## src/rtl/per_cell_running_mean_variance_macros.svh

```systemverilog
// Assertion helpers for the RTL back end (rmv_back).
`ifndef PER_CELL_RUNNING_MEAN_VARIANCE_MACROS_SVH
`define PER_CELL_RUNNING_MEAN_VARIANCE_MACROS_SVH

// Check a property on every clock edge outside reset.
`define RMV_ASSERT(lbl, prop, msg) \
	lbl: assert property (@(posedge clk) disable iff (!arst_n) prop) else $error(msg);

// Check an implication on every clock edge outside reset.
`define RMV_ASSERT_IMPL(lbl, ante, cons, msg) \
	`RMV_ASSERT(lbl, (ante) |-> (cons), msg)

`endif

```

## src/rtl/rmv_fifo.sv

```systemverilog
module rmv_fifo #(
	parameter int WIDTH = 8
) (
	input  logic             clk,
	input  logic             arst_n,
	input  logic             push,
	input  logic [WIDTH-1:0] wdata,
	output logic             full,
	input  logic             pop,
	output logic [WIDTH-1:0] rdata,
	output logic             not_empty
);
	localparam int DEPTH = 4;
	logic [WIDTH-1:0] slot_q [DEPTH];
	logic [1:0] wr_q, rd_q;
	logic [2:0] cnt_q;

	assign full      = (cnt_q == 3'(DEPTH));
	assign not_empty = (cnt_q != 3'd0);
	assign rdata     = slot_q[rd_q];

	always_ff @(posedge clk) begin
		if (push && !full)
			slot_q[wr_q] <= wdata;
	end

	always_ff @(posedge clk or negedge arst_n) begin
		if (!arst_n) begin
			wr_q  <= '0;
			rd_q  <= '0;
			cnt_q <= '0;
		end else begin
			if (push && !full)
				wr_q <= wr_q + 2'd1;
			if (pop && not_empty)
				rd_q <= rd_q + 2'd1;
			cnt_q <= cnt_q + 3'(push && !full) - 3'(pop && not_empty);
		end
	end
endmodule

```

## config.mk

```make
export PLATFORM = sky130hd
export DESIGN_NAME = rmv_fifo
export DESIGN_NICKNAME = d
export VERILOG_FILES = /design/src/rtl/per_cell_running_mean_variance_macros.svh /design/src/rtl/rmv_fifo.sv
export SDC_FILE = /design/constraint.sdc
export NUM_CORES = 1
export LEC_CHECK = 0
export BUFFER_PORTS_ARGS = -buffer_cell sky130_fd_sc_hd__buf_2
export CORE_ASPECT_RATIO = 0.8
export CORE_MARGIN = 1
export CORE_UTILIZATION = 30
export DETAILED_ROUTE_END_ITERATION = 16
export GPL_TIMING_DRIVEN = 0
export SLEW_MARGIN = 20
export SYNTH_ARGS = -nofsm -noshare
export SYNTH_HDL_FRONTEND = slang
export SYNTH_SLANG_ARGS = --single-unit
```

## constraint.sdc

```tcl
create_clock -name clk -period 2.4 [get_ports clk]
set_input_delay 0.48 -clock clk [delete_from_list [all_inputs] [get_ports clk]]
set_output_delay 0.48 -clock clk [all_outputs]
set_load 0.005 [all_outputs]
```

Yosys cells after proc, flatten, opt, wreduce, memory -nomap -nowiden
Memory sizes are Yosys's and may differ from the RTL's.
Index checks and enable logic that the tools add are counted.

storage, ports and cells
  memories = 1
  memory bits (read-only) = 0
  input bits = 12
  word-level logic and storage cells = 15
  bits in writable memories = 32
  register bits after elaboration = 7
  bits in latches = 0

operators by class
  multipliers = 0
  add/subtract/negate cells = 4
  eq/ne operators = 1
  order comparisons = 0
  shifts and indexed selects = 0
  bitwise gates (word level) = 0
  reductions and logical operators = 4
  divide/modulo/power cells = 0
  muxes and demuxes = 2

memories
  name    depth  bits a word  read ports  clocked after memory_dff  write ports  line            text
  slot_q  4      8            1           0                         1            rmv_fifo.sv:14  logic [WIDTH-1:0] slot_q [DEPTH];

operators by type and width
  operator                                     number
  adder 2 x 1 -> 2 bit, second input constant  2
  adder 3 x 1 -> 3 bit                         1
  equality test 3 bit, second input constant   1
  nonzero test 3 bit                           1
  subtractor 3 x 1 -> 3 bit                    1
  logical AND 1 bit                            2
  2-to-1 mux 1 bit                             2
  logical NOT 1 bit                            1

Depth between registers and ports, before layout
  word-level depth = 5
  gate-level depth with buffers = 9
  gate-level depth less buffers = 9

Worst setup path before layout
OpenSTA, ideal clock, no wires.

  path kind = register to register
  start = register cnt_q[1]
  end = register cnt_q[2]
  buffers on the path = 0
  slack = 314 ps
  cell stages (with the launch flop) = 10
  data arrival time = 1955 ps
  cell sequence = dfrtp_1 -> nor3b_4 -> nand2b_1 -> ha_1 -> inv_1 -> ha_1 -> inv_1 -> fa_1 -> xnor2_1 -> xnor2_1

between the ends
  cells in the longest elaborated chain, start to end = 5

ends and longest elaborated chain
  element                    line            text
  start, declared            rmv_fifo.sv:16  logic [2:0] cnt_q;
  start signal, assigned     rmv_fifo.sv:37  cnt_q <= cnt_q + 3'(push && !full) - 3'(pop && not_empty);
  equality test 3 bit        rmv_fifo.sv:18  assign full = (cnt_q == 3'(DEPTH));
  net full                   rmv_fifo.sv:8   output logic full,
  logical NOT 1 bit          rmv_fifo.sv:37
  logical AND 1 bit          rmv_fifo.sv:37
  adder 3 x 1 -> 3 bit       rmv_fifo.sv:37
  subtractor 3 x 1 -> 3 bit  rmv_fifo.sv:37

The timed path passes the listed nets, and every way through them passes these cells.
A chain may end at the register's enable or synchronous reset.

Worst setup path in the final report
  start = register cnt_q[1]
  end = register cnt_q[2]

between the ends
  cells in the longest elaborated chain, start to end = 5

ends and longest elaborated chain
  element                        line
  equality test 3 bit            rmv_fifo.sv:18
  logical NOT 1 bit              rmv_fifo.sv:37
  logical AND 1 bit              rmv_fifo.sv:37
  adder 3 x 1 -> 3 bit           rmv_fifo.sv:37
  subtractor 3 x 1 -> 3 bit (*)  rmv_fifo.sv:37

Every way passes the cells marked *; elsewhere a longest branch is shown, timed or not.

==> impl_metrics.toml <==
[status]
outcome = "finished with violations"
violations = "DRC"

[worst_setup_path]
worstSetupStartpoint = "cnt_q[1]"
cp-endpoint = "cnt_q[2]"
crit_required_ps = 2560
r2r_slack_ps = 210
critical_path.endpoint_type = "register"
r2r-end = "cnt_q[2]"
reg2reg_depth = 8
reg2reg_from = "cnt_q[1]"
crit_path_start_kind = "register"
cp_max_fo = 8
critical_path_arrival_ps = 2350
worstSetupPathType = "register to register"

[timing]
fin_setup_tns_ps = 0
fin_crit_ps = 2190
layout_worst_path_cycle_share_pct = 91.2
worst_slew_pin_slew_ps = 442
finalSetupViolations = 0
grt_setup_unrepaired = "no"
hold_viol = 0
drv_slew = 0
slew_headroom_pct = 70.6
holdWs_ps = 2.23
fin_worst_skew_ps = 5.99
max_freq_mhz = 457

[cells_and_area]
multi_input_area_sq_um = 454
fin_util_pct = 37.4
drive_above_1_share_pct = 36.3
seq_area_sq_um = 1140
num_antenna_cells = 0
nNetsFinal = 131
nFillCells = 479
syn_to_final_growth_pct = 17.4

[clocking]
clkTransAtPathRegs_ps = 70
cts-root-buf = "clkbuf_8"
holdBufCountCts = 0
clk_latency_ps = 290
tritoncts = "built"
post_cts_resize_count = 0
ctsHtreeMaxLevel = 2
cts_sinks = 39
cts_inserted_buffers = 5
clockBufferDepth = 2

[power_and_ir_drop]
p_int_uw = 1520
swShare_pct = 30.7
p_comb_share_pct = 33.7
vdd_drop_max_mv = 0.694
power_density_nw_per_um2 = 1150
seqPwrFrac_pct = 46.9
switchingPower_uw = 672
power_frac_clock_pct = 19.4
p_leak_uw = 0.000712

[grt]
track_usage_pct = 11.0
gr-total-overflow = 0
grt_pass1_vias = 854
grt_pass1_wl_microns = 4330
grt_start_max_net_pins = 13
antenna_found_initial = 0

[hold_path]
hp-class = "input pin to asynchronous set/reset pin"

[drt]
wl_per_cell_microns = 14.9
via_count = 824
wl_microns = 2600
drc = 4
via_per_inst = 4.71
ant_nets = 0
wl_met2_microns = 1160
wl_met1_microns = 1240
routed.top_layer = "met4"
drtIter0Drc = 41
wl_met3_microns = 125
dr.pass1.iters = 9

[synth]
synth_seq_area_share_pct = 70.1
synth.cell_area_sq_um = 1620
synth_seq_cells = 39
syn-num-nets = 101
syn-instance-count = 82
ys_warn_count = 0
syn_area_per_cell_sq_um = 19.8
ys_types = 19

[die]
dieArea_sq_um = 5710
placeableCoreArea_sq_um = 5090
die_w_microns = 84.2
die_h_microns = 67.8
start_util_pct = 31.8
rows = 23
io_pins = 22

[placement]
routabilityCongestion = 0.772
hpwl_microns = 1790
port_buffers = 21

[flow_run]
maxCapViolCount = 0
[power by group through the flow]
stage               logic [uW]  clock network [uW]  registers, uW
CTS                        746                 441           1030
floorplan                  516                   0           1010
global route               841                 460           1050
detailed placement         743                   0           1040
global placement           716                   0           1030
finish                     737                 425           1030
[sequential cells by signal, summed over array words and instances, names as in the netlist]
signal / flops
cnt_q: 3
rd_q: 2
slot_q: 32
wr_q: 2
[how the worst min path moves through the flow]
stage                     startpoint  endpoint  slack [ps]  depth (start not counted)
after CTS                     arst_n   wr_q[0]           2                          1
after floorplan               arst_n  cnt_q[0]         180                          0
after global routing          arst_n   wr_q[0]          10                          1
after detailed placement      arst_n  cnt_q[0]         330                          1
final                         arst_n   wr_q[0]           2                          1
after global placement        arst_n  cnt_q[0]         320                          1
[logic make-up (layout without fill, tap and decap cells)]
kind of cell | Yosys count | in the layout | share of synthesized area (%)
muxes | 8 | 8 | 11.1
AOI/OAI and AO/OA | 4 | 4 | 2.01
xor gates and xnor gates | 4 | 4 | 2.16
DFF | 39 | 39 | 70.1
buffers and inverters | 7 | 38 | 1.93
and+or+nand+nor | 13 | 13 | 6.87
adders and majority gates | 7 | 7 | 5.86
[routing by layer]
layer / global-route usage [%] / up-vias
met5: 0 / -
met4: 7.76 / 0
met3: 3.67 / 8
met2: 16.4 / 21
met1: 13.8 / 416
li1: - / 379
[placed cells by master, fill, tap and decap left out, drive strengths merged]
master     n
edfxtp    32
buf       24
mux4       8
dfrtp      7
clkbuf     7
ha         6
inv        5
and3b      4
nand2b     4
xnor2      3
nand4bb    2
o211ai     2
o31a       1
nor3b      1
or3        1
xor2       1
o311ai     1
nand2      1
fa         1
clkinv     1
clkinvlp   1
[cells in the mapped netlist]
| cell | n | area [sq um] |
|---|---|---|
| or3_1 | 1 | 6.26 |
| o311ai_1 | 1 | 8.76 |
| xnor2_1 | 3 | 26.3 |
| nand2b_1 | 4 | 25.0 |
| edfxtp_1 | 32 | 961 |
| nand2_1 | 1 | 3.75 |
| clkbuf_2 | 1 | 5.00 |
| ha_1 | 6 | 75.1 |
| buf_4 | 1 | 7.51 |
| o31a_1 | 1 | 8.76 |
| dfrtp_1 | 7 | 175 |
| o211ai_1 | 2 | 15.0 |
| mux4_2 | 8 | 180 |
| fa_1 | 1 | 20.0 |
| nand4bb_1 | 2 | 22.5 |
| nor3b_4 | 1 | 18.8 |
| inv_1 | 5 | 18.8 |
| xor2_1 | 1 | 8.76 |
| and3b_1 | 4 | 35.0 |
[critical path, stage by stage, from the launching register on]
cell	delay [ps]
dfrtp_1	500
o31a_1	380
ha_1	290
inv_1	60
ha_1	130
inv_1	50
fa_1	380
xnor2_1	150
xnor2_1	140
[metrics by stage]
step | setup slack, ps | instance area [sq um] | total power [uW] | cells
6_report | 211 | 1900 | 2190 | 175
5_1_grt | 76.3 | 1900 | 2350 | 175
4_1_cts | 128 | 1890 | 2220 | 173
3_5_place_dp | 149 | 1800 | 1790 | 165
3_3_place_gp | 216 | 1800 | 1750 | 165
2_1_floorplan | 314 | 1620 | 1530 | 82
[cell type report]
class / instances / share of cell area, %
buffer: 2 / 0.657
clock buffer: 6 / 3.81
clock inverter: 2 / 0.657
inverter: 5 / 0.986
multi-input combinational: 36 / 23.9
sequential: 39 / 59.7
tap: 62 / 4.07
timing repair buffer: 23 / 6.31
[what timing repair did]
| action | 4_1_cts | 5_1_grt |
|---|---|---|
| hold endpoints to repair | 0 | 0 |
| buffers inserted | 0 | 2 |
| endpoints found under the setup margin | 0 | 1 |
No activity file was read; power rests on OpenSTA's default activity.
