[src/rtl/per_cell_running_mean_variance_macros.svh]
// Assertion helpers for the RTL back end (rmv_back).
`ifndef PER_CELL_RUNNING_MEAN_VARIANCE_MACROS_SVH
`define PER_CELL_RUNNING_MEAN_VARIANCE_MACROS_SVH

// Check a property on every clock edge outside reset.
`define RMV_ASSERT(lbl, prop, msg) \
	lbl: assert property (@(posedge clk) disable iff (!arst_n) prop) else $error(msg);

// Check an implication on every clock edge outside reset.
`define RMV_ASSERT_IMPL(lbl, ante, cons, msg) \
	`RMV_ASSERT(lbl, (ante) |-> (cons), msg)

`endif

[src/rtl/rmv_pkg.sv]
package rmv_pkg;
	localparam int N_COMP_DEF     = 4;
	localparam int CELLS_DEF      = 4096;
	localparam int COUNT_BITS_DEF = 16;

	localparam int IDX_MAX_W   = 20;
	localparam int COUNT_MAX_W = 24;
	localparam int SUM_W       = 32;
	localparam int SQ_W        = 48;
	localparam int DIV_STEPS   = 48;
	localparam int VAR_MAX     = 16384;

	typedef struct packed {
		logic                   is_clear;
		logic                   refused;
		logic [1:0]             comp;
		logic [11:0]            cell_idx;
		logic [IDX_MAX_W-1:0]   idx;
		logic [15:0]            value;
		logic [COUNT_MAX_W-1:0] count;
	} item_t;
endpackage

[src/rtl/rmv_if.sv]
interface rmv_in_if;
	logic        valid;
	logic        ready;
	logic        mode;
	logic        frame_start;
	logic [31:0] time_step;
	logic [1:0]  component;
	logic [11:0] cell_req;
	logic [15:0] value;
	modport source (output valid, mode, frame_start, time_step, component, cell_req, value,
		input ready);
	modport sink (input valid, mode, frame_start, time_step, component, cell_req, value,
		output ready);
endinterface


interface rmv_cfg_if;
	logic        valid;
	logic        ready;
	logic [31:0] data;
	modport source (output valid, data, input ready);
	modport sink (input valid, data, output ready);
endinterface

[src/rtl/rmv_front.sv]
module rmv_front #(
	parameter int N_COMP     = rmv_pkg::N_COMP_DEF,
	parameter int CELLS      = rmv_pkg::CELLS_DEF,
	parameter int COUNT_BITS = rmv_pkg::COUNT_BITS_DEF
) (
	input  logic          clk,
	input  logic          arst_n,
	rmv_in_if.sink        samples,
	rmv_cfg_if.sink       cfg,
	input  logic          init_busy,
	input  logic          q_full,
	output logic          q_push,
	output rmv_pkg::item_t q_item
);
	import rmv_pkg::*;

	logic [31:0]           eq_q;
	logic [COUNT_BITS-1:0] fc_q, fc_next;
	logic                  refused_q, refused_next;
	logic                  accept, active, in_range;
	logic [31:0]           idx_full;

	assign cfg.ready     = 1'b1;
	assign samples.ready = !q_full && !init_busy;
	assign accept        = samples.valid && samples.ready;
	assign active        = samples.time_step >= eq_q;
	assign in_range      = (32'(samples.component) < 32'(N_COMP))
		&& (32'(samples.cell_req) < 32'(CELLS));
	assign idx_full      = 32'(samples.component) * 32'(CELLS) + 32'(samples.cell_req);

	always_comb begin
		fc_next      = fc_q;
		refused_next = refused_q;
		if (samples.frame_start) begin
			if (fc_q != '1) begin
				fc_next      = fc_q + 1'b1;
				refused_next = 1'b0;
			end else begin
				refused_next = 1'b1;
			end
		end
	end

	assign q_push = accept && (samples.mode || (active && in_range));

	always_comb begin
		q_item          = '0;
		q_item.is_clear = samples.mode;
		q_item.refused  = refused_next;
		q_item.comp     = samples.component;
		q_item.cell_idx = samples.cell_req;
		q_item.idx      = idx_full[IDX_MAX_W-1:0];
		q_item.value    = samples.value;
		q_item.count    = COUNT_MAX_W'(fc_next);
	end

	always_ff @(posedge clk or negedge arst_n) begin
		if (!arst_n) begin
			eq_q      <= '0;
			fc_q      <= '0;
			refused_q <= 1'b0;
		end else begin
			if (cfg.valid)
				eq_q <= cfg.data;
			if (accept) begin
				if (samples.mode) begin
					fc_q      <= '0;
					refused_q <= 1'b0;
				end else if (active) begin
					fc_q      <= fc_next;
					refused_q <= refused_next;
				end
			end
		end
	end
endmodule

[src/flat_wrapper.sv]
// flat-port wrapper written by rule: the top's interface ports become plain ports
module rmv_front_flat import rmv_pkg::*;
#(
	parameter int N_COMP     = rmv_pkg::N_COMP_DEF,
	parameter int CELLS      = rmv_pkg::CELLS_DEF,
	parameter int COUNT_BITS = rmv_pkg::COUNT_BITS_DEF
)
  (clk, arst_n, init_busy, q_full, q_push, q_item, samples_valid, samples_mode, samples_frame_start, samples_time_step, samples_component, samples_cell_req, samples_value, samples_ready, cfg_valid, cfg_data, cfg_ready);
  rmv_in_if samples_i ();
  rmv_cfg_if cfg_i ();
  input  logic clk;
  input  logic arst_n;
  input  logic init_busy;
  input  logic q_full;
  output logic q_push;
  output rmv_pkg::item_t q_item;
  input wire logic [$bits(samples_i.valid)-1:0] samples_valid;
  input wire logic [$bits(samples_i.mode)-1:0] samples_mode;
  input wire logic [$bits(samples_i.frame_start)-1:0] samples_frame_start;
  input wire logic [$bits(samples_i.time_step)-1:0] samples_time_step;
  input wire logic [$bits(samples_i.component)-1:0] samples_component;
  input wire logic [$bits(samples_i.cell_req)-1:0] samples_cell_req;
  input wire logic [$bits(samples_i.value)-1:0] samples_value;
  output wire logic [$bits(samples_i.ready)-1:0] samples_ready;
  input wire logic [$bits(cfg_i.valid)-1:0] cfg_valid;
  input wire logic [$bits(cfg_i.data)-1:0] cfg_data;
  output wire logic [$bits(cfg_i.ready)-1:0] cfg_ready;
  assign samples_i.valid = samples_valid;
  assign samples_i.mode = samples_mode;
  assign samples_i.frame_start = samples_frame_start;
  assign samples_i.time_step = samples_time_step;
  assign samples_i.component = samples_component;
  assign samples_i.cell_req = samples_cell_req;
  assign samples_i.value = samples_value;
  assign samples_ready = samples_i.ready;
  assign cfg_i.valid = cfg_valid;
  assign cfg_i.data = cfg_data;
  assign cfg_ready = cfg_i.ready;
  rmv_front #(.N_COMP(N_COMP), .CELLS(CELLS), .COUNT_BITS(COUNT_BITS)) u_core (.clk(clk), .arst_n(arst_n), .samples(samples_i), .cfg(cfg_i), .init_busy(init_busy), .q_full(q_full), .q_push(q_push), .q_item(q_item));
endmodule
[config.mk]
export PLATFORM = sky130hd
export DESIGN_NAME = rmv_front_flat
export DESIGN_NICKNAME = d
export VERILOG_FILES = /design/src/rtl/per_cell_running_mean_variance_macros.svh /design/src/rtl/rmv_pkg.sv /design/src/rtl/rmv_if.sv /design/src/rtl/rmv_front.sv /design/src/flat_wrapper.sv
export SDC_FILE = /design/constraint.sdc
export NUM_CORES = 1
export LEC_CHECK = 0
export ABC_AREA = 0
export BUFFER_PORTS_ARGS = -buffer_cell sky130_fd_sc_hd__clkbuf_2
export CAP_MARGIN = 30
export CORE_MARGIN = 2
export CORE_UTILIZATION = 47
export DETAILED_ROUTE_END_ITERATION = 8
export PLACE_DENSITY_LB_ADDON = 0.2
export SETUP_SLACK_MARGIN = 0.2
export SKIP_LAST_GASP = 1
export SLEW_MARGIN = 20
export SYNTH_ARGS = -nofsm -noshare
export SYNTH_HDL_FRONTEND = slang
export SYNTH_SLANG_ARGS = --single-unit
[constraint.sdc]
create_clock -name clk -period 2.91 [get_ports clk]
set_input_delay 0.582 -clock clk [delete_from_list [all_inputs] [get_ports clk]]
set_output_delay 0.582 -clock clk [all_outputs]
set_load 0.01 [all_outputs]
Word level (Yosys, flattened, before mapping)

Cells that the tools add are included.

Add/subtract/negate cells: 2
Magnitude comparators: 1
Equality and inequality tests: 1
Mux-type cells: 8
Reduce and logical (&&, ||, !) cells: 8

Operator list:

| cell                                          | number |
|---|---|
| 2-to-1 mux 16 bit                             | 4 |
| >= comparator 32 bit                          | 1 |
| adder 16 x 1 -> 16 bit, second input constant | 1 |
| inequality test 16 bit, second input constant | 1 |
| adder 14 x 12 -> 15 bit                       | 1 |
| 2-to-1 mux 1 bit                              | 4 |
| logical AND 1 bit                             | 3 |
| logical NOT 1 bit                             | 2 |
| AND reduction 2 bit                           | 1 |
| nonzero test 2 bit                            | 1 |
| logical OR 1 bit                              | 1 |

Register bits after elaboration: 49
Output and inout bits: 79
Word-level logic and storage cells: 23

Logic depth before layout (Yosys ltp)

Gate-level depths: netlist of the first run.

Word-level depth: 5
Depth in mapped cells: 9
Mapped depth without buffers: 8

Least setup slack after synthesis of the first run

OpenSTA, ideal clock, no wires.

Path kind: input-to-output
Start: input samples_time_step[0]
End: output q_push
Arrival time: 2.221 ns
Data required time: 2.328 ns
Path slack: 0.107 ns
Cell stages on the path: 9
Path buffers: 1
Path through: inv_1 ha_1 nand2b_4 a2111oi_4 nor4b_2 o311ai_4 and2_4 buf_6 inv_1

Cells in the longest elaborated chain, start to end: 3

Ends and longest elaborated chain:

| what                 | RTL line           | source |
|---|---|---|
| start: declaration   | flat_wrapper.sv:20 | `input wire logic [$bits(samples_i.time_step)-1:0] samples_time_step;` |
| >= comparator 32 bit | rmv_front.sv:26    | `assign active = samples.time_step >= eq_q;` |
| logical OR 1 bit     | rmv_front.sv:44    | `assign q_push = accept && (samples.mode \|\| (active && in_range));` |
| logical AND 1 bit    | rmv_front.sv:44    |  |
| end: declaration     | flat_wrapper.sv:15 | `output logic q_push;` |

Every way passes these cells.

==> results of run 1 <==
power by group through the flow:
stage          Combinational, mW  Clock (mW)  Sequential (mW)
2_1_floorplan              0.316           0            0.764
3_3_place_gp               0.359           0            0.770
3_5_place_dp               0.371           0            0.773
4_1_cts                    0.377       0.593            0.759
5_1_grt                    0.464       0.623            0.764
6_report                   0.408       0.574            0.757
layout make-up:
type | count | area [sq um]
Fill cell | 725 | 3487
Tap cell | 102 | 127.6
Clock inverter | 3 | 65.06
Clock buffer | 5 | 68.82
Sequential cell | 49 | 1239
Inverter | 40 | 152.6
Multi-Input combinational cell | 274 | 2059
Timing Repair Buffer | 106 | 568.0
worst max-delay path: cells and delay by family, from the launching register on:
family        cells  cell delay (ns)
mux               1             0.34
buf+inv           1             0.13
simple gates      3             0.67
flops             1             0.42
fa+ha+maj         1             0.24
through the flow:
step                      utilization [%]  std cells  instance area, sq um  worst slack, ns  power (mW)
after floorplan                         -        438                  3841           0.2100       1.080
after global placement              50.97        564                  3959           0.1953       1.129
after detailed placement            50.97        564                  3959           0.1267       1.144
after CTS                           52.96        573                  4114          0.07855       1.729
after global routing                55.11        579                  4280           0.1384       1.851
final                               55.11        579                  4280           0.2186       1.739
state kept, by name (all words and copies together), names as in the netlist:
signal / count
u_core.fc_q: 16
u_core.eq_q: 32
u_core.refused_q: 1
timing repair:
| item | in CTS | in global routing |
|---|---|---|
| resized for setup | 2 | 28 |
| setup endpoints to repair | 6 | 14 |
| pin swaps | 4 | 10 |
| buffers inserted | 1 | 6 |
placed cells by master (no fill, tap or decap), types with 3 or more instances in the layout:
cell type and count:
nor3_1 3, dfrtp_2 10, o21ai_0 37, a21o_1 3, buf_4 15, nor4_4 4
inv_1 36, xnor2_1 9, clkbuf_2 91, nand3_1 14, conb_1 15, o21a_1 3
mux2_2 5, a21oi_1 14, a22o_1 9, nand4_1 10, ha_4 3, dfrtp_1 39
clkbuf_8 5, nor2b_1 3, ha_1 29, nor2_1 15, nand2_1 48, o2bb2ai_1 4
how the worst min path moves through the flow:
| stage | to | from | slack (ns) | cells past startpoint |
|---|---|---|---|---|
| 5_1_grt | u_core.eq_q[3] | arst_n | 0.43 | 2 |
| 4_1_cts | u_core.eq_q[3] | arst_n | 0.41 | 2 |
| 6_report | u_core.eq_q[3] | arst_n | 0.37 | 2 |
| 3_3_place_gp | u_core.refused_q | u_core.refused_q | 0.50 | 2 |
| 2_1_floorplan | u_core.eq_q[0] | arst_n | 0.29 | 0 |
| 3_5_place_dp | u_core.refused_q | u_core.refused_q | 0.51 | 2 |
logic make-up after synthesis:
kind of cell,after synthesis,share of synthesized area (%)
DFF,49,32.46
other,2,0.1988
xor gates and xnor gates,11,2.551
AOI/OAI and AO/OA,95,17.66
buffers and inverters,115,17.89
adders and majority gates,33,10.93
and+or+nand+nor,114,16.56
muxes,6,1.755
layer usage:
| metal | track usage [%] | share of wire (%) |
|---|---|---|
| met2 | 31.35 | 48 |
| met3 | 4.093 | 7.2 |
| met1 | 23.42 | 43 |
| met4 | 6.039 | 1.7 |
| met5 | 0 | 0 |
==> results summary, run 1 <==
After the last flow step, the layout net total stands at 611. The final antenna-violating net count came out at 0. Net switching is 27.80% of the power. The setup slack of the most critical reg-to-reg path is around 0.54 ns. Data on the critical path is required at its endpoint by between 2 and 2.5 ns. The number of hold violations in the final report is 0. The highest achievable clock rate came out at 371.6 MHz.

Entering global routing, the biggest net connects 50 pins. IR analysis of the VDD net gives a maximum drop of 0.0002095 V. The type of origin of the critical path is a flip-flop. The height of the die is 93.65 um. Once the floorplan was initialized, standard cells occupied 48.63% of the core. The total global-route track usage came out at 18.48%. The share of post-route cells with drive strength above 1 came out at 33.54%. The number of buffers created by CTS is 5.

For the worst setup path, the data arrival time is around 2.1 ns. Tracing the worst setup path back leads to its startpoint at u_core.fc_q[1]. The path class of the tightest hold or removal check is in2async.

The number of enable-type register cells in the synthesized netlist came out at 0. The commonest register cell after synthesis is dfrtp_1. Clock-pin slew was measured on the worst setup and hold paths at 0.09 ns. The count of state elements after synthesis came out at between 40 and 50. The worst-case clock buffer depth came out at 2.

The CTS tree is built. The count of mapped cells out of synthesis came out at between 400 and 500. The number of maximum-capacitance constraint violations came out at 0.

The final layout contains routed wiring with a total length of around 8000 um. The total power density per cell area came out at 406.4 nW/um^2. The slew at the pin closest to its max-slew limit came out at 0.6566 ns. The sum of negative setup slack is 0 ns. Per report_power, the clock group accounts for about a third of the total. The via count of the first global-routing pass came out at 2849. The mapped netlist covers 3777 sq um. The I/O pin count is 181.

At the end of routability-driven placement, the weighted congestion stood at 0.8601. The first global-routing pass estimated 12970 um of wire. The commonest cells after synthesis are buf_4 (62), dfrtp_1 (49), nand2_1 (48).

0 antenna diodes ended up in the layout. The kind of critical path is reg2out. The startpoint identified for the worst register-to-register timing path is u_core.eq_q[21].

The HPWL after detailed placement is 5988 um. The clock latency reported for the late side of the worst-skew pair is 0.30 ns. The mean instance size in the synthesized netlist came out at 8.888 sq um. The floorplan core area is 7767 sq um. The cell count of the worst reg-to-reg path is 10.

The count of hold buffers inserted by post-cts repair came out at 0. Setup repair after global routing could not meet its margin everywhere. The worst pin sits at a relative slew slack of 56.23%.

The die footprint came out at 8770 sq um. The number of clock sinks seen by CTS is about 50. The slowest stage of the critical path belongs to the cell dfrtp_1.

The share of total power dissipated in sequential elements is 43.5%. The number of max-slew violations in the final report is 0. The endpoint identified for the worst register-to-register timing path is u_core.fc_q[4]. The final setup violation count came out at 0.

The worst clock skew is 0.008276 ns. In this run the tool buffered the top-level ports with a little over 90 buffer cells. The initial antenna violation count was 0. The worst setup path is captured at an output pin. In this run the worst setup path terminates at q_item[1].

The leading area contributor after synthesis is dfrtp_1. The number of rows created at floorplan is 32. The routed layout has 2959 vias.

For this design the total switching power over the nets is about 0.48 mW. After detailed routing, the average wire length per cell comes to 13.80 um. The worst path uses 92.49% of the clock period. The share of the synthesized area in the top cell type is 32.46%. The synthesis-to-layout area growth is 13.32%. Hold timing on the final database bottoms out at a slack of between 0.3 and 0.4 ns. The combinational share of power came out at 23.4%. After detailed routing, the number of remaining DRC violations is 0.

The number of detailed-routing iterations run before antenna repair is 4. The via density per instance came out at 5.111. The DRC violation total after the first TritonRoute iteration came out at 132. The total number of yosys warnings came out at 0.

The H-tree was split into 2 levels. The shortest clock period the worst path allows after layout came out at 2.691 ns. The share of the yosys chip area belonging to registers is 32.46%.

The most common cell in the synthesized netlist is buf_4. The signal on the critical path passes through ha_2, nand3_1, nor4_4, nand2b_4, mux2_2, clkbuf_2. The number of library cell types mapped by synthesis came out at 57.

In this design, the stage delay of the slowest critical-path cell is between 0.4 and 0.5 ns. The static leakage power came out at 2.179 nW. The cell at the root of the clock tree is clkbuf_8. The die outline width is 93.65 um. The run finished with clean final reports. Ranked by total cell area, the synthesized netlist is headed by dfrtp_1 (32%), buf_4 (12%), ha_1 (11%). The share of synthesized flip-flops with an asynchronous set or reset came out at 100.0%. In this run the worst path has a maximum fanout of 4. The total overflow reported by the global router came out at 0. The internal portion of the total power is 1.256 mW.
No activity file was read; power rests on OpenSTA's default activity.
==> run 2, diff against run 1 <==
--- a/config.mk
+++ b/config.mk
@@ -5,11 +5,11 @@
 export SDC_FILE = /design/constraint.sdc
 export NUM_CORES = 1
 export LEC_CHECK = 0
-export ABC_AREA = 0
+export ABC_AREA = 1
 export BUFFER_PORTS_ARGS = -buffer_cell sky130_fd_sc_hd__clkbuf_2
 export CAP_MARGIN = 30
 export CORE_MARGIN = 2
-export CORE_UTILIZATION = 47
+export CORE_UTILIZATION = 48
 export DETAILED_ROUTE_END_ITERATION = 8
 export PLACE_DENSITY_LB_ADDON = 0.2
 export SETUP_SLACK_MARGIN = 0.2
==> run 2 against run 1 <==
Against the previous run:
- critical path depth increased by 3
- clock power down 34%
- clock-buffer cell count unchanged
- utilization down 3.0 points
- highest routed layer unchanged
- worst setup slack gained 0.16 ns
- die area grew 4.0%
- critical path type unchanged
- synthesized area is 6.4% higher
- synthesized cell count increased by 32%
- non-clock buffer count shrank 8
==> results summary, run 2 <==
Run status: finished clean (unchanged). The total global-route track usage came to 19.82% (was 18.48%). The HPWL after detailed placement is 6584 um (was 5988 um). The count of hold buffers inserted by post-cts repair is 0 (unchanged). The design internal power is 1.096 mW (was 1.256 mW). The final setup violation count is 0 (unchanged). The total power density per cell area is 386.2 nW/um^2 (was 406.4 nW/um^2).

The flip-flop count of the largest register after layout is 32 (unchanged). The via density per instance came out at 4.756 (was 5.111). The post-synth design cell area came out at 4019 sq um (was 3777 sq um). The sequential cell area is 1227 sq um (was 1239 sq um). The commonest non-fill, non-tap cell in the layout was nand2_1 (was clkbuf_2). The initial standard-cell utilization of the core is 49.16% (was 48.63%). The xor/xnor cell area share of the yosys netlist was 0.8717% (was 2.551%). The placed cell count came out at 702 (was 564). The proportion of power drawn by flip-flops and latches is 48.4% (was 43.5%). The signal arrival time at the worst endpoint came out at 1.95 ns (was 2.11 ns). The number of hold violations in the final report came out at 0 (unchanged).

The kind of critical path is reg2out (unchanged). The sum of negative setup slack is 0 ns (unchanged). The number of library cell types mapped by synthesis came out at 37 (was 57).

The final antenna-violating net count is 0 (unchanged). The total net switching power is 0.5490 mW (was 0.4835 mW). The I/O pin count came out at 181 (unchanged). The antenna diode count is 0 (unchanged). The share of the yosys chip area belonging to registers is 30.51% (was 32.46%). The share of the synthesized area in the top cell type came out at 30.51% (was 32.46%). The type of origin of the critical path is a flip-flop (unchanged).

The total number of yosys warnings came out at 0 (unchanged). The die outline width was 95.50 um (was 93.65 um). The via count of the first global-routing pass is 3257 (was 2849). The data required time of the worst path came out at 2.33 ns (about the same).

The leading area contributor after synthesis was dfrtp_1 (unchanged). The cell with the largest stage delay on the worst path is dfrtp_1 (unchanged). The die footprint is 9120 sq um (was 8770 sq um). The detailed-route DRC error count was 0 (unchanged). The share of post-route cells with drive strength above 1 is 22.39% (was 33.54%). The number of buffers inserted by port buffering came out at 91 (unchanged). The number of buffers and inverters on the critical path is 2 (was 1).

The post-detailed-route wirelength per cell is 11.96 um (was 13.80 um). The slew at the pin closest to its max-slew limit is 0.6382 ns (was 0.6566 ns). The number of buffers created by CTS came out at 5 (unchanged). The number of rows created at floorplan was 33 (was 32).

Largest cells by area after synthesis: dfrtp_1 (31%), nand2_1 (15%), buf_4 (11%) (was dfrtp_1 (32%), buf_4 (12%), ha_1 (11%)). The count of H-tree levels built during CTS came out at 2 (unchanged). The share of synthesized flip-flops with an asynchronous set or reset is 100.0% (unchanged).

The height of the die came out at 95.50 um (was 93.65 um). The initial antenna violation count came out at 0 (unchanged). The power share of the clock group came out at 22.9% (was 33.0%). The highest achievable clock rate came to 394.8 MHz (was 371.6 MHz). The clock latency reported for the late side of the worst-skew pair came out at 0.29 ns (was 0.30 ns). The maximum number of pins on one net before global-route repair came out at 50 (unchanged). RSZ-0062 raised after global routing: false (was true). The total power consumption of the routed design is 1.645 mW (was 1.739 mW). The quantity of gates resized following cts is 0 (was 2). The shortest clock period the worst path allows after layout is 2.533 ns (was 2.691 ns). The headroom to the max-slew limit came out at 57.46% (was 56.23%).

The area share of fa/ha/maj cells after synthesis is 10.27% (was 10.93%). Among the stages of the critical path, the cell type that occurs most often is nand2_2. The filler cell count is 823 (was 725).

The commonest register cell after synthesis is dfrtp_1 (unchanged). The post-CTS repair timing setup buffer count is 0 (was 1). The final cell area excluding filler cells is 4259 sq um (was 4280 sq um). The worst-case clock buffer depth came out at 2 (unchanged).

The fraction of the mapped netlist area in compound gates is 6.880% (was 17.65%). The number of clock sinks seen by CTS is 49 (unchanged). The synthesis-to-layout area growth is 5.977% (was 13.32%). The worst hold slack across all endpoints came out at 0.3785 ns (was 0.3677 ns). The stage delay of the slowest cell on the critical path came to 0.41 ns (was 0.42 ns).

The combinational share of power came to 28.6% (was 23.4%). The dominant combinational cell family by area after synthesis was simple AND/OR/NAND/NOR gates (was buffers and inverters). The clock-pin slew on the worst setup and hold paths was 0.09 ns (about the same). Largest registers: u_core.eq_q (32), u_core.fc_q (16), u_core.refused_q (1) (unchanged). The mux contribution to synthesized area came to 0.2802% (was 1.756%). The endpoint kind of the worst setup timing path is an output pin (unchanged).

The cell type group with the largest total delay on the critical path was simple AND/OR/NAND/NOR gates (unchanged). Top library cells by usage in the layout, fill and taps aside: nand2_1 (156), clkbuf_2 (91), inv_1 (80), dfrtp_1 (48), nor2_1 (41) (was clkbuf_2 (91), nand2_1 (48), dfrtp_1 (39), o21ai_0 (37), inv_1 (36)). The mean instance size in the synthesized netlist came to 7.164 sq um (was 8.888 sq um).

Cell-by-cell trace of the critical path: ha_1, nand2_2, nor2_8, nand4_2, nand2_2, nand2_1, o21ai_1, inv_1, clkbuf_2 (was ha_2, nand3_1, nor4_4, nand2b_4, mux2_2, clkbuf_2). The number of enable-type register cells in the synthesized netlist came out at 0 (unchanged). The DRC violation total after the first TritonRoute iteration was 116 (was 132).

The count of state elements after synthesis is 49 (unchanged). The final cell count without fillers came out at 708 (was 579). The sum of routed wire length over all layers is 8466 um (was 7989 um). The total via count in the routed design came out at 3367 (was 2959).

The floorplan core area is 8175 sq um (was 7767 sq um). The count of mapped cells out of synthesis is 561 (was 425). The type of the worst min-delay path was in2async (unchanged). The standard cell area after detailed placement is 4184 sq um (was 3959 sq um). The number of detailed-routing iterations run before antenna repair came to 4 (unchanged). The area used by multi-input combinational logic came to 2014 sq um (was 2059 sq um).

The final critical-path share of the clock period is 87.04% (was 92.49%). The register with the most flip-flops is u_core.eq_q (unchanged). The last weighted congestion value of the routability-driven placer is 0.9244 (was 0.8601).

The total overflow reported by the global router is 0 (unchanged). The switching power as a share of total power is 33.38% (was 27.80%). The most instantiated library cell after synthesis was nand2_1 (was buf_4). The largest fanout on the critical path is 7 (was 4).

The global-route wire length before repair came out at 14420 um (was 12970 um). The maximum vdd drop is 0.0001926 V (was 0.0002095 V). The number of maximum-capacitance constraint violations is 0 (unchanged). The post-synthesis share of cell area spent on and, or, nand and nor gates came out at 30.42% (was 16.56%).

The CTS tree is built (unchanged). The number of nets in the finished design is 739 (was 611). The static leakage power was 2.505 nW (was 2.179 nW). The cell at the root of the clock tree is clkbuf_8 (unchanged).

Commonest cells post-synth: nand2_1 (156), inv_1 (80), buf_4 (61) (was buf_4 (62), dfrtp_1 (49), nand2_1 (48)). The number of max-slew violations in the final report was 0 (unchanged). The worst clock skew is 0.01188 ns (was 0.008276 ns).
==> run 2: power groups by stage <==
stage	registers (mW)	logic, mW	clock network, mW
CTS	0.796	0.479	0.396
floorplan	0.797	0.395	0
global placement	0.807	0.462	0
finish	0.797	0.471	0.377
global route	0.808	0.553	0.419
detailed placement	0.810	0.476	0
==> run 2: logic make-up after synthesis <==
kind of cell             count (synthesis)
AND/OR/NAND/NOR                        265
other                                    2
XOR/XNOR                                 4
adder cells (fa/ha/maj)                 33
AO/OA/AOI/OAI                           51
multiplexers                             1
buffers and inverters                  156
flip-flops                              49
==> run 2: through the flow <==
| step | setup WS (ns) | util, % |
|---|---|---|
| CTS | 0.3266 | 52.08 |
| global route | 0.2049 | 52.10 |
| floorplan | 0.5347 | - |
| global placement | 0.4063 | 51.18 |
| finish | 0.3772 | 52.10 |
| detailed placement | 0.4071 | 51.18 |
==> run 2: area by class of cell <==
type	instances	share of cell area, %
multi-input cells	369	47.30
flip-flops and latches	49	28.82
repair buffers	98	11.93
inverters	81	7.139
well taps	105	3.085
clock buffers	5	1.616
clock inverters	1	0.1175
==> run 2: metal layers <==
layer  vias to the layer above  track usage (%)  share of wire, %  wire length, um
met3                         6            5.534               7.9              672
li1                       1752                -                 -                -
met1                      1503            25.00                43             3675
met2                       106            33.80                48             4051
met4                         0            4.524              0.78               66
met5                         -                0                 0                0
==> run 2: worst paths after layout <==
| kind | from | end | slack (ns) | cells after the start |
|---|---|---|---|---|
| worst max register to register | u_core.eq_q[31] | u_core.fc_q[4] | 1.04 | 12 |
| max in group asynchronous | arst_n | u_core.fc_q[0] | 2.07 | 2 |
| worst min register to register | u_core.refused_q | u_core.refused_q | 0.48 | 2 |
| min in group clk | u_core.refused_q | u_core.refused_q | 0.48 | 2 |
| worst min-delay path | arst_n | u_core.eq_q[22] | 0.38 | 2 |
| worst max-delay path | u_core.fc_q[1] | q_item[1] | 0.38 | 9 |
==> run 3, diff against run 2 <==
--- a/config.mk
+++ b/config.mk
@@ -9,11 +9,10 @@
 export BUFFER_PORTS_ARGS = -buffer_cell sky130_fd_sc_hd__clkbuf_2
 export CAP_MARGIN = 30
 export CORE_MARGIN = 2
-export CORE_UTILIZATION = 48
+export CORE_UTILIZATION = 40
 export DETAILED_ROUTE_END_ITERATION = 8
 export PLACE_DENSITY_LB_ADDON = 0.2
 export SETUP_SLACK_MARGIN = 0.2
-export SKIP_LAST_GASP = 1
 export SLEW_MARGIN = 20
 export SYNTH_ARGS = -nofsm -noshare
 export SYNTH_HDL_FRONTEND = slang
==> run 3 against run 2 <==
Against the previous run:
- fmax is 0.16% lower
- die area is 19% higher
- utilization is 8.0 points lower
- combinational power hardly changed
- sequential cell count stayed put
- via count is 1.8% lower
- sequential share of layout area is 0.37 points lower
- critical path type unchanged
- critical endpoint unchanged
==> results summary, run 3 (same netlist as run 2, synthesis figures left out) <==
The number of rows created at floorplan came out at 36 (was 33). The number of maximum-capacitance constraint violations came out at 0 (unchanged). The floorplan core area is 9774 sq um (was 8175 sq um). The die outline width came out at 104.2 um (was 95.50 um).

The clock latency reported for the late side of the worst-skew pair is 0.30 ns (was 0.29 ns). The worst setup margin came to 0.3732 ns (was 0.3772 ns). The final antenna-violating net count came to 0 (unchanged). The count of H-tree levels built during CTS came out at 2 (unchanged).

The number of nets in the finished design came out at 738 (was 739). The I/O pin count is 181 (unchanged). The number of max-slew violations in the final report came out at 0 (unchanged). The height of the die came out at 104.2 um (was 95.50 um). The cell type group with the largest total delay on the critical path is simple AND/OR/NAND/NOR gates (unchanged). The highest achievable clock rate is 394.2 MHz (was 394.8 MHz).

The number of buffers inserted by port buffering is 91 (unchanged). The antenna diode count was 0 (unchanged). The startpoint of the most critical setup path is u_core.fc_q[0] (was u_core.fc_q[1]).

The total power density per cell area is 396.7 nW/um^2 (was 386.2 nW/um^2). The area used by multi-input combinational logic is 2017 sq um (was 2014 sq um). The via count of the first global-routing pass is 3325 (was 3257). The worst-case clock buffer depth came out at 2 (unchanged).

The last weighted congestion value of the routability-driven placer is 0.7776 (was 0.9244). The share of post-route cells with drive strength above 1 is 22.68% (was 22.39%). The sum of routed wire length over all layers came to 8489 um (was 8466 um). The maximum vdd drop came out at 0.0001753 V (was 0.0001926 V). The synthesis-to-layout area growth came to 7.348% (was 5.977%). The number of buffers and inverters on the critical path is 2 (unchanged). The CTS tree is built (unchanged). The maximum number of pins on one net before global-route repair came to 53 (was 50). The final critical-path share of the clock period came to 87.18% (was 87.04%).

The commonest non-fill, non-tap cell in the layout was nand2_1 (unchanged). Top library cells by usage in the layout, fill and taps aside: nand2_1 (156), clkbuf_2 (91), inv_1 (80), dfrtp_1 (48), nor2_1 (40) (was nand2_1 (156), clkbuf_2 (91), inv_1 (80), dfrtp_1 (48), nor2_1 (41)). The sum of negative setup slack was 0 ns (unchanged).

The number of clock sinks seen by CTS came out at 49 (unchanged). The cell at the root of the clock tree was clkbuf_8 (unchanged). The type of the worst min-delay path is in2async (unchanged). The setup slack after placement is 0.4207 ns (was 0.4071 ns). The count of hold buffers inserted by post-cts repair came to 0 (unchanged). The number of detailed-routing iterations run before antenna repair came out at 4 (unchanged). The origin of the critical flop-to-flop path is u_core.eq_q[15] (was u_core.eq_q[31]). The cell with the largest stage delay on the worst path is dfrtp_2 (was dfrtp_1). The type of origin of the critical path is a flip-flop (unchanged). The register with the most flip-flops is u_core.eq_q (unchanged). The initial antenna violation count came out at 0 (unchanged). The initial standard-cell utilization of the core is 41.12% (was 49.16%).

Cell-by-cell trace of the critical path: ha_1, nand2_2, nor2_8, nand4_2, nand2_2, nand2_1, o21ai_1, inv_1, clkbuf_2 (unchanged). The kind of critical path was reg2out (unchanged). Largest registers: u_core.eq_q (32), u_core.fc_q (16), u_core.refused_q (1) (unchanged). The shortest clock period the worst path allows after layout is 2.537 ns (was 2.533 ns). The worst clock skew was 0.008888 ns (was 0.01188 ns).

The DRC violation total after the first TritonRoute iteration was 94 (was 116). The post-CTS repair timing setup buffer count came out at 0 (unchanged). The sequential cell area came to 1227 sq um (unchanged).

The via density per instance is 4.486 (was 4.756). The filler cell count came out at 1057 (was 823). The total overflow reported by the global router was 0 (unchanged). The HPWL after detailed placement came out at 6447 um (was 6584 um). The number of hold violations in the final report came out at 0 (unchanged).

The endpoint kind of the worst setup timing path is an output pin (unchanged). The total global-route track usage came out at 16.38% (was 19.82%). The cell with the most instances on the worst path is nand2_2 (unchanged). The data required time of the worst path is 2.33 ns (about the same). The slew at the pin closest to its max-slew limit came out at 0.8668 ns (was 0.6382 ns). The quantity of gates resized following cts came out at 0 (unchanged). The number of buffers created by CTS came out at 5 (unchanged).

The flip-flop count of the largest register after layout came out at 32 (unchanged). The global-route wire length before repair came out at 14720 um (was 14420 um). The signal arrival time at the worst endpoint is 1.95 ns (about the same).

The total via count in the routed design was 3306 (was 3367). The total power consumption of the routed design is 1.711 mW (was 1.645 mW). The stage delay of the slowest cell on the critical path came out at 0.42 ns (was 0.41 ns).

The detailed-route DRC error count came out at 0 (unchanged). The clock-pin slew on the worst setup and hold paths was 0.10 ns (was 0.09 ns). The static leakage power is 2.508 nW (was 2.505 nW). The die footprint came to 10860 sq um (was 9120 sq um). The largest fanout on the critical path came out at 7 (unchanged). The worst hold slack across all endpoints came out at 0.3914 ns (was 0.3785 ns).

The headroom to the max-slew limit is 42.21% (was 57.46%). RSZ-0062 raised after global routing: true (was false). Run status: finished clean (unchanged). The post-detailed-route wirelength per cell came to 11.52 um (was 11.96 um). The final setup violation count is 0 (unchanged).
run 3: cell types whose count changed in the layout (fill, tap and decap cells not counted):
cell        before  now
clkinvlp_4       0    1
nor2_2           3    4
clkbuf_8         5    6
inv_6            0    1
clkinv_2         1    0
nor2_1          41   40
buf_4            7    6
run 3: metal layers:
metal,GRT usage (%),up-vias,wire length (um)
met3,5.013,8,534
met4,3.282,0,66
met1,20.01,1457,3868
met5,0,-,0
met2,28.52,88,4020
li1,-,1753,-
run 3: area by class of cell:
cell class	instances	area share (%)
well taps	133	3.857
repair buffers	97	11.60
clock buffers	6	1.914
inverters	81	7.048
flip-flops and latches	49	28.45
multi-input cells	369	46.75
clock inverters	2	0.3770
run 3: final timing paths:
kind	endpoint	slack (ns)	cells past startpoint
max in group asynchronous	u_core.fc_q[0]	2.07	2
max reg2reg	u_core.fc_q[3]	1.04	14
min	u_core.fc_q[10]	0.39	2
min reg2reg	u_core.refused_q	0.49	2
max	q_item[1]	0.37	9
min in group clk	u_core.eq_q[14]	0.47	3
run 3: report_power, final:
group / switching [mW] / total [mW] / leakage, nW / internal, mW
Clock: 0.250 / 0.446 / 0.0478 / 0.196
Combinational: 0.281 / 0.469 / 1.84 / 0.188
Sequential: 0.0482 / 0.796 / 0.617 / 0.748
run 3: metrics by stage:
stage          instance area [sq um]  utilization (%)  instances
2_1_floorplan                   4068                -        574
3_3_place_gp                    4212            43.09        729
3_5_place_dp                    4212            43.09        729
4_1_cts                         4310            44.10        737
5_1_grt                         4314            44.14        737
6_report                        4314            44.14        737
